<file path="src/rtl/mbhp_pkg.sv">
// package for the media box header parser
// shared widths, the wide-box tag and the type character check
// no dependencies
`timescale 1ns / 1ps
`default_nettype none

package mbhp_pkg;

  localparam int BYTE_W = 8;
  localparam int TYPE_W = 32;
  localparam int SIZE_W = 64;
  localparam int FLEN_W = 48;

  // header is a 32-bit size and a 4-character type
  localparam logic [SIZE_W-1:0] HDR_BYTES = 64'd8;
  localparam logic [TYPE_W-1:0] WIDE_TAG  = 32'h7769_6465;
  localparam logic [TYPE_W-1:0] EXT_SIZE  = 32'd1;

  typedef struct packed {
    logic [TYPE_W-1:0] box_type;
    logic              not_letters;
  } box_tag_t;

  function automatic logic type_bad(input logic [TYPE_W-1:0] t);
    logic [BYTE_W-1:0] c;
    logic              bad;
    bad = 1'b0;
    for (int k = 0; k < TYPE_W / BYTE_W; k++) begin
      c = t[k*BYTE_W +: BYTE_W];
      if (!((c >= 8'h41 && c <= 8'h5a) || (c >= 8'h61 && c <= 8'h7a))) begin
        bad = 1'b1;
      end
    end
    return bad;
  endfunction

endpackage

`default_nettype wire

</file>
<file path="src/rtl/mbhp_in_if.sv">
// input channel: one header byte per item with valid/ready
// depends on mbhp_pkg
`timescale 1ns / 1ps
`default_nettype none

interface mbhp_in_if #(
  parameter int OFFSET_BITS = 48
) ();
  import mbhp_pkg::*;

  logic                   valid;
  logic                   ready;
  logic [BYTE_W-1:0]      header_byte;
  logic                   begins_header;
  logic [OFFSET_BITS-1:0] byte_offset;

  modport source(output valid, header_byte, begins_header, byte_offset, input ready);
  modport sink(input valid, header_byte, begins_header, byte_offset, output ready);
endinterface

`default_nettype wire

</file>
<file path="src/rtl/mbhp_out_if.sv">
// result channel: one parsed box header per item with valid/ready
// depends on mbhp_pkg
`timescale 1ns / 1ps
`default_nettype none

interface mbhp_out_if #(
  parameter int OFFSET_BITS = 48
) ();
  import mbhp_pkg::*;

  logic                   valid;
  logic                   ready;
  logic [TYPE_W-1:0]      box_type;
  logic [OFFSET_BITS-1:0] box_start;
  logic [SIZE_W-1:0]      box_size;
  logic [SIZE_W-1:0]      box_end;
  logic                   type_not_letters;

  modport source(output valid, box_type, box_start, box_size, box_end, type_not_letters,
                 input ready);
  modport sink(input valid, box_type, box_start, box_size, box_end, type_not_letters,
               output ready);
endinterface

`default_nettype wire

</file>
<file path="src/rtl/mbhp_parse.sv">
// header parse stage: byte window, phase tracking and size resolution
// depends on mbhp_pkg
`timescale 1ns / 1ps
`default_nettype none

module mbhp_parse #(
  parameter int OFFSET_BITS = 48
) (
  input  wire logic                           clk,
  input  wire logic                           rst_n,
  input  wire logic                           adv,
  input  wire logic                           a_valid,
  input  wire logic [mbhp_pkg::BYTE_W-1:0]    a_byte,
  input  wire logic                           a_begins,
  input  wire logic [OFFSET_BITS-1:0]         a_offset,
  input  wire logic [mbhp_pkg::FLEN_W-1:0]    file_length,
  output      logic                           res_valid,
  output      mbhp_pkg::box_tag_t             res_tag,
  output      logic [OFFSET_BITS-1:0]         res_start,
  output      logic [mbhp_pkg::SIZE_W-1:0]    res_size
);
  import mbhp_pkg::*;

  typedef enum logic [1:0] {PH_IDLE, PH_MAIN, PH_EXT, PH_WIDE} phase_t;

  phase_t                 phase_r, phase_nxt;
  logic [2:0]             seen_r, seen_nxt;
  logic [SIZE_W-1:0]      window_r, window_nxt;
  logic [OFFSET_BITS-1:0] start_r, start_nxt;
  logic [SIZE_W-1:0]      saved_size_r, saved_size_nxt;
  box_tag_t               saved_tag_r, saved_tag_nxt;

  logic                   res_valid_r, res_valid_nxt;
  box_tag_t               res_tag_r, res_tag_nxt;
  logic [OFFSET_BITS-1:0] res_start_r, res_start_nxt;
  logic [SIZE_W-1:0]      res_size_r, res_size_nxt;

  phase_t                 phase_eff;
  logic [2:0]             seen_eff;
  logic [SIZE_W-1:0]      window_eff;
  logic [OFFSET_BITS-1:0] start_eff;
  logic [SIZE_W-1:0]      window_new;
  logic [TYPE_W-1:0]      raw;
  logic [TYPE_W-1:0]      typ;
  logic                   typ_bad;
  logic [SIZE_W-1:0]      size_small;
  logic [SIZE_W-1:0]      size_ext;
  logic [SIZE_W-1:0]      size_wrap;

  always_comb begin
    // a marked byte restarts the parse before it is shifted in
    if (a_begins) begin
      phase_eff  = PH_MAIN;
      seen_eff   = '0;
      window_eff = '0;
      start_eff  = a_offset;
    end else begin
      phase_eff  = phase_r;
      seen_eff   = seen_r;
      window_eff = window_r;
      start_eff  = start_r;
    end
    window_new = {window_eff[SIZE_W-BYTE_W-1:0], a_byte};
    raw        = window_new[SIZE_W-1:TYPE_W];
    typ        = window_new[TYPE_W-1:0];
    typ_bad    = type_bad(typ);

    // raw size 0 runs to end of file, 1..7 clamp to a bare header
    if (raw == '0) begin
      size_small = SIZE_W'(file_length) - SIZE_W'(start_eff);
    end else if (SIZE_W'(raw) < HDR_BYTES) begin
      size_small = HDR_BYTES;
    end else begin
      size_small = SIZE_W'(raw);
    end
    size_ext  = (window_new < HDR_BYTES) ? HDR_BYTES : window_new;
    size_wrap = (saved_size_r == HDR_BYTES) ? size_small : saved_size_r - HDR_BYTES;
  end

  always_comb begin
    phase_nxt      = phase_r;
    seen_nxt       = seen_r;
    window_nxt     = window_r;
    start_nxt      = start_r;
    saved_size_nxt = saved_size_r;
    saved_tag_nxt  = saved_tag_r;
    res_valid_nxt  = res_valid_r;
    res_tag_nxt    = res_tag_r;
    res_start_nxt  = res_start_r;
    res_size_nxt   = res_size_r;

    if (adv) begin
      res_valid_nxt = 1'b0;
      if (a_valid && phase_eff != PH_IDLE) begin
        phase_nxt  = phase_eff;
        seen_nxt   = seen_eff + 3'd1;
        window_nxt = window_new;
        start_nxt  = start_eff;
        if (seen_eff == 3'd7) begin
          unique case (phase_eff)
            PH_MAIN: begin
              saved_tag_nxt = '{box_type: typ, not_letters: typ_bad};
              if (typ == WIDE_TAG) begin
                saved_size_nxt = size_small;
                start_nxt      = start_eff + OFFSET_BITS'(HDR_BYTES);
                phase_nxt      = PH_WIDE;
                window_nxt     = '0;
              end else if (raw == EXT_SIZE) begin
                phase_nxt  = PH_EXT;
                window_nxt = '0;
              end else begin
                res_valid_nxt = 1'b1;
                res_tag_nxt   = '{box_type: typ, not_letters: typ_bad};
                res_start_nxt = start_eff;
                res_size_nxt  = size_small;
                phase_nxt     = PH_IDLE;
              end
            end
            PH_EXT: begin
              res_valid_nxt = 1'b1;
              res_tag_nxt   = saved_tag_r;
              res_start_nxt = start_eff;
              res_size_nxt  = size_ext;
              phase_nxt     = PH_IDLE;
            end
            PH_WIDE: begin
              res_valid_nxt = 1'b1;
              res_tag_nxt   = '{box_type: typ, not_letters: typ_bad};
              res_start_nxt = start_eff;
              res_size_nxt  = size_wrap;
              phase_nxt     = PH_IDLE;
            end
            default: begin
              phase_nxt = PH_IDLE;
            end
          endcase
        end
      end
    end
  end

  always_ff @(posedge clk) begin
    if (!rst_n) begin
      phase_r     <= PH_IDLE;
      seen_r      <= '0;
      res_valid_r <= 1'b0;
    end else begin
      phase_r     <= phase_nxt;
      seen_r      <= seen_nxt;
      res_valid_r <= res_valid_nxt;
    end
    window_r     <= window_nxt;
    start_r      <= start_nxt;
    saved_size_r <= saved_size_nxt;
    saved_tag_r  <= saved_tag_nxt;
    res_tag_r    <= res_tag_nxt;
    res_start_r  <= res_start_nxt;
    res_size_r   <= res_size_nxt;
  end

  assign res_valid = res_valid_r;
  assign res_tag   = res_tag_r;
  assign res_start = res_start_r;
  assign res_size  = res_size_r;

  // byte count only runs while a header is being gathered
  a_idle_count : assert property (@(posedge clk) disable iff (!rst_n)
    phase_r == PH_IDLE |-> seen_r == 3'd0)
    else $error("byte count nonzero while idle");

  // a stalled pipeline leaves the parse state untouched
  a_stall_hold : assert property (@(posedge clk) disable iff (!rst_n)
    !adv |=> $stable(phase_r) && $stable(seen_r) && $stable(res_valid_r))
    else $error("parse state moved during stall");

  // a result needs a byte in the input stage
  a_no_phantom : assert property (@(posedge clk) disable iff (!rst_n)
    adv && !a_valid |=> !res_valid_r)
    else $error("result without an input byte");

endmodule

`default_nettype wire

</file>
<file path="src/rtl/mbhp_emit.sv">
// output stage: end offset add and result register
// depends on mbhp_pkg
`timescale 1ns / 1ps
`default_nettype none

module mbhp_emit #(
  parameter int OFFSET_BITS = 48
) (
  input  wire logic                        clk,
  input  wire logic                        rst_n,
  input  wire logic                        adv,
  input  wire logic                        res_valid,
  input  wire mbhp_pkg::box_tag_t          res_tag,
  input  wire logic [OFFSET_BITS-1:0]      res_start,
  input  wire logic [mbhp_pkg::SIZE_W-1:0] res_size,
  mbhp_out_if.source                       out_chan
);
  import mbhp_pkg::*;

  logic                   out_valid_r;
  box_tag_t               out_tag_r;
  logic [OFFSET_BITS-1:0] out_start_r;
  logic [SIZE_W-1:0]      out_size_r;
  logic [SIZE_W-1:0]      out_end_r;

  always_ff @(posedge clk) begin
    if (!rst_n) begin
      out_valid_r <= 1'b0;
    end else if (adv) begin
      out_valid_r <= res_valid;
    end
    if (adv) begin
      out_tag_r   <= res_tag;
      out_start_r <= res_start;
      out_size_r  <= res_size;
      // wraps modulo 2^64
      out_end_r   <= SIZE_W'(res_start) + res_size;
    end
  end

  assign out_chan.valid            = out_valid_r;
  assign out_chan.box_type         = out_tag_r.box_type;
  assign out_chan.type_not_letters = out_tag_r.not_letters;
  assign out_chan.box_start        = out_start_r;
  assign out_chan.box_size         = out_size_r;
  assign out_chan.box_end          = out_end_r;

endmodule

`default_nettype wire

</file>
<file path="src/rtl/media_box_header_parser_core.sv">
// Media box header parser, top level: input register, parse stage, output stage.
// The byte that completes a header passes the input register, parse register and output register to out valid.
// Throughput: one byte per cycle; all stages hold together while a result waits.
// Reset (rst_n low, synchronous) idles the parser, empties the pipeline and
// clears file_length to zero.
// Depends on mbhp_pkg, mbhp_in_if, mbhp_out_if, mbhp_parse, mbhp_emit.
`timescale 1ns / 1ps
`default_nettype none

module media_box_header_parser_core #(
  parameter int OFFSET_BITS = 48
) (
  input  wire logic                        clk,
  input  wire logic                        rst_n,
  input  wire logic                        cfg_we,
  input  wire logic [mbhp_pkg::FLEN_W-1:0] cfg_wdata,
  mbhp_in_if.sink                          in_chan,
  mbhp_out_if.source                       out_chan
);
  import mbhp_pkg::*;

  logic                   adv;
  logic [FLEN_W-1:0]      file_length_r;
  logic                   a_valid_r;
  logic [BYTE_W-1:0]      a_byte_r;
  logic                   a_begins_r;
  logic [OFFSET_BITS-1:0] a_offset_r;
  logic                   res_valid;
  box_tag_t               res_tag;
  logic [OFFSET_BITS-1:0] res_start;
  logic [SIZE_W-1:0]      res_size;

  // the whole pipeline moves unless the output holds an untaken result
  assign adv           = !out_chan.valid || out_chan.ready;
  assign in_chan.ready = adv;

  always_ff @(posedge clk) begin
    if (!rst_n) begin
      file_length_r <= '0;
      a_valid_r     <= 1'b0;
    end else begin
      if (cfg_we) begin
        file_length_r <= cfg_wdata;
      end
      if (adv) begin
        a_valid_r <= in_chan.valid;
      end
    end
    if (adv) begin
      a_byte_r   <= in_chan.header_byte;
      a_begins_r <= in_chan.begins_header;
      a_offset_r <= in_chan.byte_offset;
    end
  end

  mbhp_parse #(
    .OFFSET_BITS(OFFSET_BITS)
  ) u_parse (
    .clk        (clk),
    .rst_n      (rst_n),
    .adv        (adv),
    .a_valid    (a_valid_r),
    .a_byte     (a_byte_r),
    .a_begins   (a_begins_r),
    .a_offset   (a_offset_r),
    .file_length(file_length_r),
    .res_valid  (res_valid),
    .res_tag    (res_tag),
    .res_start  (res_start),
    .res_size   (res_size)
  );

  mbhp_emit #(
    .OFFSET_BITS(OFFSET_BITS)
  ) u_emit (
    .clk      (clk),
    .rst_n    (rst_n),
    .adv      (adv),
    .res_valid(res_valid),
    .res_tag  (res_tag),
    .res_start(res_start),
    .res_size (res_size),
    .out_chan (out_chan)
  );

endmodule

`default_nettype wire

</file>
<file path="src/flat_wrapper.sv">
// flat-port wrapper written by rule: the top's interface ports become plain ports
module media_box_header_parser_core_flat import mbhp_pkg::*;
#(
  parameter int OFFSET_BITS = 48
)
  (clk, rst_n, cfg_we, cfg_wdata, in_chan_valid, in_chan_header_byte, in_chan_begins_header, in_chan_byte_offset, in_chan_ready, out_chan_valid, out_chan_box_type, out_chan_box_start, out_chan_box_size, out_chan_box_end, out_chan_type_not_letters, out_chan_ready);
  mbhp_in_if #(.OFFSET_BITS(OFFSET_BITS)) in_chan_i ();
  mbhp_out_if #(.OFFSET_BITS(OFFSET_BITS)) out_chan_i ();
  input  wire logic clk;
  input  wire logic rst_n;
  input  wire logic cfg_we;
  input  wire logic [mbhp_pkg::FLEN_W-1:0] cfg_wdata;
  input wire logic [$bits(in_chan_i.valid)-1:0] in_chan_valid;
  input wire logic [$bits(in_chan_i.header_byte)-1:0] in_chan_header_byte;
  input wire logic [$bits(in_chan_i.begins_header)-1:0] in_chan_begins_header;
  input wire logic [$bits(in_chan_i.byte_offset)-1:0] in_chan_byte_offset;
  output wire logic [$bits(in_chan_i.ready)-1:0] in_chan_ready;
  output wire logic [$bits(out_chan_i.valid)-1:0] out_chan_valid;
  output wire logic [$bits(out_chan_i.box_type)-1:0] out_chan_box_type;
  output wire logic [$bits(out_chan_i.box_start)-1:0] out_chan_box_start;
  output wire logic [$bits(out_chan_i.box_size)-1:0] out_chan_box_size;
  output wire logic [$bits(out_chan_i.box_end)-1:0] out_chan_box_end;
  output wire logic [$bits(out_chan_i.type_not_letters)-1:0] out_chan_type_not_letters;
  input wire logic [$bits(out_chan_i.ready)-1:0] out_chan_ready;
  assign in_chan_i.valid = in_chan_valid;
  assign in_chan_i.header_byte = in_chan_header_byte;
  assign in_chan_i.begins_header = in_chan_begins_header;
  assign in_chan_i.byte_offset = in_chan_byte_offset;
  assign in_chan_ready = in_chan_i.ready;
  assign out_chan_valid = out_chan_i.valid;
  assign out_chan_box_type = out_chan_i.box_type;
  assign out_chan_box_start = out_chan_i.box_start;
  assign out_chan_box_size = out_chan_i.box_size;
  assign out_chan_box_end = out_chan_i.box_end;
  assign out_chan_type_not_letters = out_chan_i.type_not_letters;
  assign out_chan_i.ready = out_chan_ready;
  media_box_header_parser_core #(.OFFSET_BITS(OFFSET_BITS)) u_core (.clk(clk), .rst_n(rst_n), .cfg_we(cfg_we), .cfg_wdata(cfg_wdata), .in_chan(in_chan_i), .out_chan(out_chan_i));
endmodule
</file>
<file path="config.mk">
export PLATFORM = sky130hd
export DESIGN_NAME = media_box_header_parser_core_flat
export DESIGN_NICKNAME = d
export VERILOG_FILES = /design/src/rtl/mbhp_pkg.sv /design/src/rtl/mbhp_in_if.sv /design/src/rtl/mbhp_out_if.sv /design/src/rtl/mbhp_parse.sv /design/src/rtl/mbhp_emit.sv /design/src/rtl/media_box_header_parser_core.sv /design/src/flat_wrapper.sv
export SDC_FILE = /design/constraint.sdc
export NUM_CORES = 1
export LEC_CHECK = 0
export ABC_AREA = 1
export BUFFER_PORTS_ARGS = -buffer_cell sky130_fd_sc_hd__buf_2
export CAP_MARGIN = 30
export CORE_MARGIN = 4
export CORE_UTILIZATION = 35
export CTS_CLUSTER_DIAMETER = 30
export DETAILED_ROUTE_END_ITERATION = 6
export GPL_TIMING_DRIVEN = 0
export PLACE_DENSITY_LB_ADDON = 0.15
export RECOVER_POWER = 50
export SYNTH_ARGS = -nofsm -noshare
export SYNTH_HDL_FRONTEND = slang
export SYNTH_HIERARCHICAL = 1
export SYNTH_SLANG_ARGS = --single-unit
</file>
<file path="constraint.sdc">
create_clock -name clk -period 15.8 [get_ports clk]
set_input_delay 1.58 -clock clk [delete_from_list [all_inputs] [get_ports clk]]
set_output_delay 1.58 -clock clk [all_outputs]
set_load 0.02 [all_outputs]
</file>
==> results.ini, run 1 <==
[status]
status=finished, violations left
violations=capacitance limit, slew limit

[setup_path]
criticalPathCategory=input pin to flip-flop
cp_cell_sequence=buf_2 -> inv_1 -> nand2_1 -> clkbuf_1 -> clkbuf_1
path_max_fanout=74
cp_data_required_time_ns=16.04
r2r_cells=3
r2r_end=u_core/u_emit/out_chan.box_end[11]
path_buf_inv=4
cp_top_family=buffers and inverters
slowest_delay_ns=2.72
crit_arrival_ns=7.39
cp-start-kind=input pin
critPathSlowestCell=clkbuf_1
worst_setup_path_end_kind=flip-flop
r2r_setup_slack_ns=9.15
r2r-start=u_core/u_emit/out_chan.valid
crit_top_cell=clkbuf_1

[yosys]
netlist.area_leader.share_pct=49.9
syn_area_per_cell_sq_um=8.46
synth_top_cell_by_area=edfxtp_1
synth_area_leaders=edfxtp_1, nand2_1, inv_1
syn_nets=4461
synth-seq-cells=653
syn_inst=4248
synth_edf_count=597
async_flop_share_pct=0
synth_top_flop_cell=edfxtp_1
yosysSeqAreaShare_pct=53.0
yosys.cell_types.count=56
synth_warnings=6
synth_area_sq_um=35900

[global_routing]
use_met2_pct=44.0
grt-busiest-layer=met2
grt_max_degree=98
antenna_found_initial=8
grt_overflow=0
met1_usage_pct=33.3
grt_first_pass_wirelength_um=203000
first_global_vias=29998
track_usage_pct=26.3
grt_use_met3_pct=4.12

[floorplan]
die_h_um=328
die_x_um=328
die_area_sq_um=108000
core-area_sq_um=102000
io_pins=321
rows=117
start_util_pct=35.3

[final_layout]
layout-drive-gt1-share_pct=15.0
nFillCells=10398
final_net_count=4953
final_common_cell=nand2_1
final_cell_area_sq_um=44800
areaGrowthSynthToFinish_pct=24.5
layout_common_cells=nand2_1, inv_1, edfxtp_1, nor2_1, buf_2

[pwr]
power_frac_comb_pct=6.2
p_per_area_nw_per_um2=125
power_switching_mw=1.33
ir_worst_vdd_uv=103
clkPwrFrac_pct=59.2
swShare_pct=23.9
seq_power_share_pct=34.5
internal-power_mw=4.25
p_leak_nw=20.3

[detailed_routing]
vias=30548
ant_nets=0
drc=0
wl_um=144000
firstDrtPassIters=6
drtIter0Drc=2245
vias_per_cell=4.90
wl_per_cell_um=23.1

[clock_network]
clk_latency_ns=0.76
ctsHoldBuffers=0
clock_sinks=653
cts_buffer_depth=3
cts_buffers=158
clk_pin_slew_ns=0.05
cts-root-buf=clkbuf_16
ctsResizeCount=0
cts_tree=yes
cts-htree-levels=4
post-cts-setup-buffers=0

[sta]
skew_ns=0.0507
hold_viol_final=0
tns_ns=0
min_period_ns=7.16
max_clock_freq_ghz=0.140
period_share_pct=45.3
slew_headroom_pct=-151
rsz0062_at_grt=false
drv_slew=253
setup_violations=0
worstMarginPinSlew_ns=3.77

[worst_hold_path]
whs_path_depth=0
min_to=u_core/u_emit/out_chan.box_type[4]
worstHoldStart=u_core/u_parse/res_tag[5]
hold_path.class=flip-flop to flip-flop

[placement]
port_buffers=319
placedInstanceArea_sq_um=39500
dp_hpwl_um=119000
gp_congestion=0.989

[flow_run]
maxCapViolations=5

==> routing by layer <==
metal	wire (um)	part of all wire, %	up-vias
met3	8160	5.7	227
met1	60400	42	14486
met4	7380	5.1	4
met2	67800	47	1026
met5	26	0.018	-
li1	-	-	14805
==> through the flow <==
| step | cells | utilization, % | total power, mW | hold slack (ns) | worst slack (ns) |
|---|---|---|---|---|---|
| after CTS | 6239 | 44.2 | 5.64 | 0.411 | 10.80 |
| after global placement | 5935 | 38.5 | 2.31 | 0.405 | -4.20 |
| after global routing | 6239 | 43.9 | 5.77 | 0.419 | 8.13 |
| after floorplan | 4248 | - | 2.16 | 0.400 | 2.57 |
| after detailed placement | 5948 | 38.8 | 2.30 | 0.405 | 10.79 |
| final | 6240 | 43.9 | 5.59 | 0.405 | 8.64 |
==> final cells by class <==
class,count,area (sq um),area share [%]
Tap cell,1368,1710,3.82
Sequential cell,653,19000,42.6
Clock buffer,179,4050,9.06
Timing Repair Buffer,332,1710,3.82
Clock inverter,112,1480,3.32
Buffer,69,360,0.805
Multi-Input combinational cell,2831,13800,30.8
Antenna cell,1,2.50,0.00559
Inverter,695,2620,5.86
==> state kept, by name (all words and copies together) (netlist names), 48 cells and up <==
name                              cells
u_core/a_offset_r                    48
u_core/file_length_r                 48
u_core/u_parse/window_r              56
u_core/u_emit/out_chan.box_end       64
u_core/u_parse/start_r               48
u_core/u_emit/out_chan.box_start     48
u_core/u_emit/out_chan.box_size      64
u_core/u_parse/res_size              64
u_core/u_parse/res_start             48
u_core/u_parse/saved_size_r          49
==> how the worst max path moves through the flow <==
stage,start,end,slack [ns],cells past startpoint
final,out_chan_ready,u_core/u_emit/out_chan.box_end[11],8.64,5
after global routing,out_chan_ready,u_core/u_emit/out_chan.box_end[11],8.13,5
after CTS,u_core/a_begins_r,u_core/u_parse/res_size[40],10.80,19
after detailed placement,u_core/a_begins_r,u_core/u_parse/res_size[40],10.79,19
after global placement,out_chan_ready,u_core/u_parse/saved_size_r[11],-4.20,5
after floorplan,out_chan_ready,u_core/u_parse/saved_size_r[0],2.57,4
==> power groups by stage <==
stage | clock network (mW) | registers [mW] | logic (mW)
after floorplan | 0 | 1.95 | 0.207
after global placement | 0 | 1.96 | 0.345
after detailed placement | 0 | 1.96 | 0.347
after CTS | 3.37 | 1.93 | 0.349
after global routing | 3.46 | 1.93 | 0.382
final | 3.31 | 1.93 | 0.349
==> synth_stat cells, types with 7 or more instances <==
library cell,number
o21ai_1,22
clkbuf_1,25
edfxtp_1,597
nor2_2,43
buf_4,13
nand2_1,1250
dfxtp_1,56
nand3_1,233
ha_1,101
o21ai_0,140
inv_1,657
xor2_1,86
nand3b_1,15
or2_2,38
nand4_1,56
xnor2_1,12
nand2_2,33
nor2_4,10
buf_2,13
o21bai_1,24
o211ai_1,14
o22ai_1,9
a21oi_1,108
inv_2,33
nor3_1,56
o221ai_1,7
nor2_1,491
nor4_1,14
buf_6,14
and2_1,11
nor3_2,9
==> cell families after synthesis <==
| logic type | share of synthesized area, % |
|---|---|
| AND/OR/NAND/NOR | 27.0 |
| buffers and inverters | 8.51 |
| flip-flops | 53.0 |
| AO/OA/AOI/OAI | 5.44 |
| adder cells (fa/ha/maj) | 3.63 |
| XOR/XNOR | 2.39 |
Note: power is estimated with default switching activity, not from simulation.
==> run 2: changes to the inputs <==
- ABC_AREA: 1 -> 0
- clock period: 15.8 -> 6.8 ns (I/O delays scaled with it)
==> run 2 against run 1 <==
Count of clock-buffer cells in the layout decreased by 23; critical path depth increased by 16; the run still ends with capacitance limit, slew limit left; clock power rose by 110%; total power up 120%; sequential power is 130% higher; hold slack worse by 0.28 ns; highest routed layer is now met4.
==> results.ini, run 2 <==
[sta]
whs_ns=0.127
min_period_ns=6.58
rsz0062_at_grt=false
tns_ns=0
worstMarginPinSlew_ns=3.82
drv_slew=219
setup_violations=0
max_clock_freq_ghz=0.152
slew_headroom_pct=-155
period_share_pct=96.8
hold_viol_final=0
skew_ns=0.0279

[global_routing]
first_global_vias=23116
track_usage_pct=23.4
antenna_found_initial=8
grt_first_pass_wirelength_um=160000
grt_max_degree=113
grt_overflow=0

[floorplan]
rows=109
core-area_sq_um=88400
die_area_sq_um=93900
start_util_pct=35.3
die_h_um=306
io_pins=321
die_x_um=306

[detailed_routing]
vias=22997
ant_nets=0
vias_per_cell=5.32
wl_per_cell_um=25.9
drc=0
firstDrtPassIters=6
wl_met3_um=8040
drtIter0Drc=1821
met2_length_um=51000
highest_layer=met4
wl_met1_um=49400
wl_um=112000

[setup_path]
path_max_fanout=19
path_buf_inv=8
cp-start-kind=flip-flop
slowest_delay_ns=0.43
r2r_setup_slack_ns=0.22
criticalPathCategory=flip-flop to flip-flop
startpoint=u_core/a_begins_r
cp_cell_sequence=clkbuf_4 -> buf_4 -> buf_4 -> buf_6 -> buf_4 -> clkbuf_4 -> clkbuf_4 -> mux2_2 -> ha_1 -> fa_1 -> nand2b_1 -> a21oi_1 -> o211ai_1 -> a211o_1 -> a31oi_1 -> a31o_2 -> a31oi_1 -> o21ai_2 -> buf_4 -> o22ai_1 -> a21o_1
worst_setup_path_end_kind=flip-flop
critPathSlowestCell=a31oi_1
crit_top_cell=buf_4
cp_data_required_time_ns=7.25
r2r-start=u_core/a_begins_r
crit_arrival_ns=7.04
cp_top_family=compound AO/OA/AOI/OAI gates

[yosys]
synth_top_flop_cell=edfxtp_1
synth_warnings=6
synth_compound_area_share_pct=11.3
synth.area.mux_share_pct=3.12
netlist.area_leader.share_pct=57.5
synth_top_family_by_area=simple AND/OR/NAND/NOR gates
synth-xor-area-share_pct=5.11
synth_edf_count=597
synth_area_leaders=edfxtp_1, ha_1, dfxtp_1
syn_nets=2776
async_flop_share_pct=0
synthMostInstantiatedCell=edfxtp_1
synth-seq-cells=653
yosys.cell_types.count=92
syn_inst=2563
synth_area_sq_um=31200
synthAdderAreaFrac_pct=4.18
syn_area_per_cell_sq_um=12.2
synthTopCellsByCount=edfxtp_1, nand2_1, nor2_1, a21oi_1, inv_1
yosys.area_share.simple_pct=12.3
synth_top_cell_by_area=edfxtp_1
yosysSeqAreaShare_pct=61.1

[pwr]
p_per_area_nw_per_um2=311
p_leak_nw=15.1
ir_worst_vdd_uv=229

[final_layout]
nFillCells=8323
layout_common_cells=edfxtp_1, clkbuf_1, nand2_1, nor2_1, clkbuf_16
ff_latch_area_sq_um=19000
areaGrowthSynthToFinish_pct=25.7
final_net_count=3255
multi_input_area_sq_um=11300
layout-drive-gt1-share_pct=13.4
final_common_cell=edfxtp_1
layout.cells.non_filler=4322

[clock_network]
clk_latency_ns=0.73
clock_sinks=653
cts-htree-levels=4
ctsHoldBuffers=0
clk_pin_slew_ns=0.05
cts-root-buf=clkbuf_16
cts_tree=yes
cts_buffer_depth=3
cts_buffers=141

[status]
violations=capacitance limit, slew limit
status=finished, violations left

[flow_run]
maxCapViolations=3

[placement]
place_inst=4062
dp_hpwl_um=88400
port_buffers=319
gp_congestion=0.966

[worst_hold_path]
worstHoldStart=in_chan_header_byte[0]
hold_path.class=input pin to flip-flop

run 2: cell count changes in the layout (fill, tap and decap cells not counted), sizes merged, moves of 31 or more:
| cell | before | now |
|---|---|---|
| a21o | 2 | 65 |
| a21oi | 108 | 139 |
| buf | 319 | 153 |
| clkbuf | 261 | 429 |
| inv | 704 | 144 |
| mux2i | 0 | 95 |
| nand2 | 1284 | 229 |
| nand3 | 239 | 39 |
| nor2 | 544 | 184 |
| nor2b | 0 | 74 |
| o21ai | 166 | 116 |
| or2 | 45 | 9 |
| xnor2 | 12 | 121 |
run 2: layer usage:
layer  global-route usage, %  up-vias
li1                        -    10542
met1                    31.8    11354
met4                    7.79        0
met3                    5.43      180
met2                    37.2      921
met5                       0        -
run 2: worst paths after layout:
check	endpoint	cells after the start
max reg2reg	u_core/u_parse/res_size[63]	21
min reg2reg	u_core/u_emit/out_chan.box_type[31]	0
max	u_core/u_parse/res_size[63]	21
min	u_core/a_byte_r[0]	1
run 2: stage by stage:
step                      power (mW)  utilization (%)  instance area, sq um  setup WS, ns
after global placement          5.30             38.8                 34300         -2.91
after floorplan                 4.97                -                 31200       -0.0293
after CTS                       12.3             44.7                 39500         0.159
final                           12.2             44.4                 39200         0.217
after global routing            12.6             44.4                 39200        0.0496
after detailed placement        5.30             39.1                 34600         -1.65
run 2: area by class of cell:
type / instances / share of cell area, %
clock inverters: 97 / 3.27
flip-flops and latches: 653 / 48.6
clock buffers: 156 / 9.24
plain buffers: 89 / 1.11
repair buffers: 337 / 4.02
multi-input cells: 1688 / 28.7
diodes: 5 / 0.0319
well taps: 1165 / 3.72
inverters: 132 / 1.30
run 2: cells by family after synthesis:
group	count (synthesis)
fa+ha+maj	103
flops	653
mux	97
simple gates	767
compound gates	539
xor+xnor	182
buf+inv	222
run 2: repair_timing:
| action | CTS | global route |
|---|---|---|
| pin swaps | 1 | 0 |
| hold endpoints to repair | 0 | 0 |
| buffers inserted | 2 | 0 |
| resized for setup | 7 | 1 |
| setup endpoints to repair | 80 | 18 |
run 2: where the power goes:
group | total, mW | switching (mW) | internal [mW]
clock network | 6.95 | 2.26 | 4.70
registers | 4.51 | 0.0622 | 4.45
logic | 0.737 | 0.488 | 0.248
total | 12.2 | 2.81 | 9.39
==> run 3: changes to the inputs <==
- BUFFER_PORTS_ARGS: -buffer_cell sky130_fd_sc_hd__buf_2 -> -buffer_cell sky130_fd_sc_hd__buf_4
==> run 3 against run 2 <==
The flow still finishes with violations (capacitance limit, slew limit); highest routed layer is now met5; die area is the same; flip-flop and latch count is the same; design area grew 1.5%; global-route usage grew 1.1 points; clock skew grew 0.0020 ns; routed wire length grew 4.3%; worst setup slack gained 0.075 ns; cell count grew 0.62%; hold slack gained 0.017 ns; sequential share of layout area shrank 0.73 points; largest cell class unchanged; sequential power is essentially flat; critical path depth shrank 2.
==> results.ini, run 3 (synthesized netlist as in run 2, its figures left out) <==
[pwr]
ir_worst_vdd_uv=224
power_mw=12.5
p_per_area_nw_per_um2=314
p_leak_nw=15.3

[setup_path]
r2r-start=u_core/a_begins_r
r2r_cells=19
criticalPathCategory=flip-flop to flip-flop
cp-start-kind=flip-flop
worst_setup_path_end_kind=flip-flop
crit_arrival_ns=6.95
cp-endpoint=u_core/u_parse/res_size[42]
r2r_setup_slack_ns=0.29
startpoint=u_core/a_begins_r
path_max_fanout=28
r2r_end=u_core/u_parse/res_size[42]
cp_data_required_time_ns=7.24

[sta]
max_clock_freq_ghz=0.154
rsz0062_at_grt=false
whs_ns=0.144
period_share_pct=95.7
setup_violations=0
worstMarginPinSlew_ns=3.86
hold_viol_final=0
min_period_ns=6.51
slew_headroom_pct=-157
skew_ns=0.0299
drv_slew=221

[detailed_routing]
vias_per_cell=5.34
drc=0
ant_nets=0
firstDrtPassIters=6
vias=23215
wl_per_cell_um=26.8
wl_um=117000
drtIter0Drc=1769

[floorplan]
die_h_um=306
core-area_sq_um=88400
die_x_um=306
rows=109
die_area_sq_um=93900
start_util_pct=35.3
io_pins=321

[clock_network]
cts_buffers=151
clk_pin_slew_ns=0.05
clk_latency_ns=0.73
cts_tree=yes
cts-htree-levels=4
cts-root-buf=clkbuf_16
clock_sinks=653
cts_buffer_depth=3

[status]
status=finished, violations left
violations=capacitance limit, slew limit

[global_routing]
grt_overflow=0
track_usage_pct=24.5
first_global_vias=23708
grt_first_pass_wirelength_um=167000
grt_max_degree=113
antenna_found_initial=13

[final_layout]
areaGrowthSynthToFinish_pct=27.7
layout_common_cells=edfxtp_1, clkbuf_1, nand2_1, nor2_1, clkbuf_16
layout-drive-gt1-share_pct=13.8
final_net_count=3270
nFillCells=8301
final_common_cell=edfxtp_1

[placement]
dp_hpwl_um=92200
port_buffers=319
gp_congestion=0.958

[flow_run]
maxCapViolations=3

[worst_hold_path]
hold_path.class=input pin to flip-flop

-- run 3: cell count changes in the layout (fill, tap and decap cells not counted), sizes merged --
| cell | previous run | this run |
|---|---|---|
| bufinv | 23 | 21 |
| clkinv | 51 | 54 |
| diode | 5 | 2 |
| buf | 153 | 93 |
| clkbuf | 429 | 512 |
| clkinvlp | 11 | 16 |
| inv | 144 | 145 |
-- run 3: repair_timing --
action / 4_1_cts / 5_1_grt
resized for setup: 9 / 0
setup buffers: 0 / 1
hold buffers: 0 / 0
pin swaps: 0 / 1
setup endpoints to repair: 89 / 17
-- run 3: how the worst min path moves through the flow --
stage | start | end | slack (ns) | depth (start not counted)
2_1_floorplan | u_core/u_parse/res_tag[1] | u_core/u_emit/out_chan.box_type[0] | 0.40 | 0
3_3_place_gp | u_core/u_parse/res_tag[21] | u_core/u_emit/out_chan.box_type[20] | 0.41 | 0
3_5_place_dp | u_core/u_parse/res_tag[11] | u_core/u_emit/out_chan.box_type[10] | 0.41 | 0
4_1_cts | in_chan_header_byte[2] | u_core/a_byte_r[2] | 0.07 | 1
5_1_grt | in_chan_header_byte[2] | u_core/a_byte_r[2] | 0.1 | 1
6_report | in_chan_header_byte[1] | u_core/a_byte_r[1] | 0.14 | 1
-- run 3: worst max-delay path, cell delays in order (launching register included) --
cell and delay, ns:
edfxtp_1 0.32, buf_4 0.27, buf_4 0.28, buf_4 0.25, buf_6 0.38, clkbuf_4 0.36
clkbuf_4 0.34, mux2_2 0.41, ha_1 0.23, fa_1 0.38, nand2b_1 0.20, a21oi_1 0.30
o211ai_1 0.26, a211o_1 0.41, a31oi_2 0.34, a31o_2 0.30, a31oi_1 0.11, nor3_1 0.35
o221ai_1 0.17, a21oi_1 0.52
-- run 3: layer usage --
layer / GRT usage [%] / vias up / part of all wire [%] / routed length, um
met2: 39.7 / 897 / 47 / 54300
met3: 4.52 / 185 / 6.0 / 7050
met4: 7.40 / 2 / 2.5 / 2900
li1: - / 10611 / - / -
met5: 0 / - / 0.010 / 12
met1: 33.7 / 11520 / 45 / 52400
-- run 3: metrics by stage --
stage	TNS, ns	util, %	area (sq um)	worst slack (ns)	cells
2_1_floorplan	-4.25	-	31200	-0.0293	2563
3_3_place_gp	-704.50	39.7	35100	-3.18	4047
3_5_place_dp	-75.92	40.1	35400	-1.98	4068
4_1_cts	0	46.0	40600	0.0778	4345
5_1_grt	0	45.0	39800	0.0624	4347
6_report	0	45.0	39800	0.292	4349
-- run 3: power by group --
part	switching [mW]	internal (mW)
logic	0.502	0.267
registers	0.0572	4.45
clock network	2.33	4.90
total	2.89	9.61
-- run 3: layout make-up --
cell class	count	area (sq um)	area share, %
Buffer	88	427	1.07
Clock inverter	104	1250	3.15
Multi-Input combinational cell	1688	11300	28.3
Antenna cell	2	5.00	0.0126
Clock buffer	174	3920	9.84
Tap cell	1165	1460	3.66
Inverter	132	509	1.28
Sequential cell	653	19000	47.9
Timing Repair Buffer	343	1910	4.80
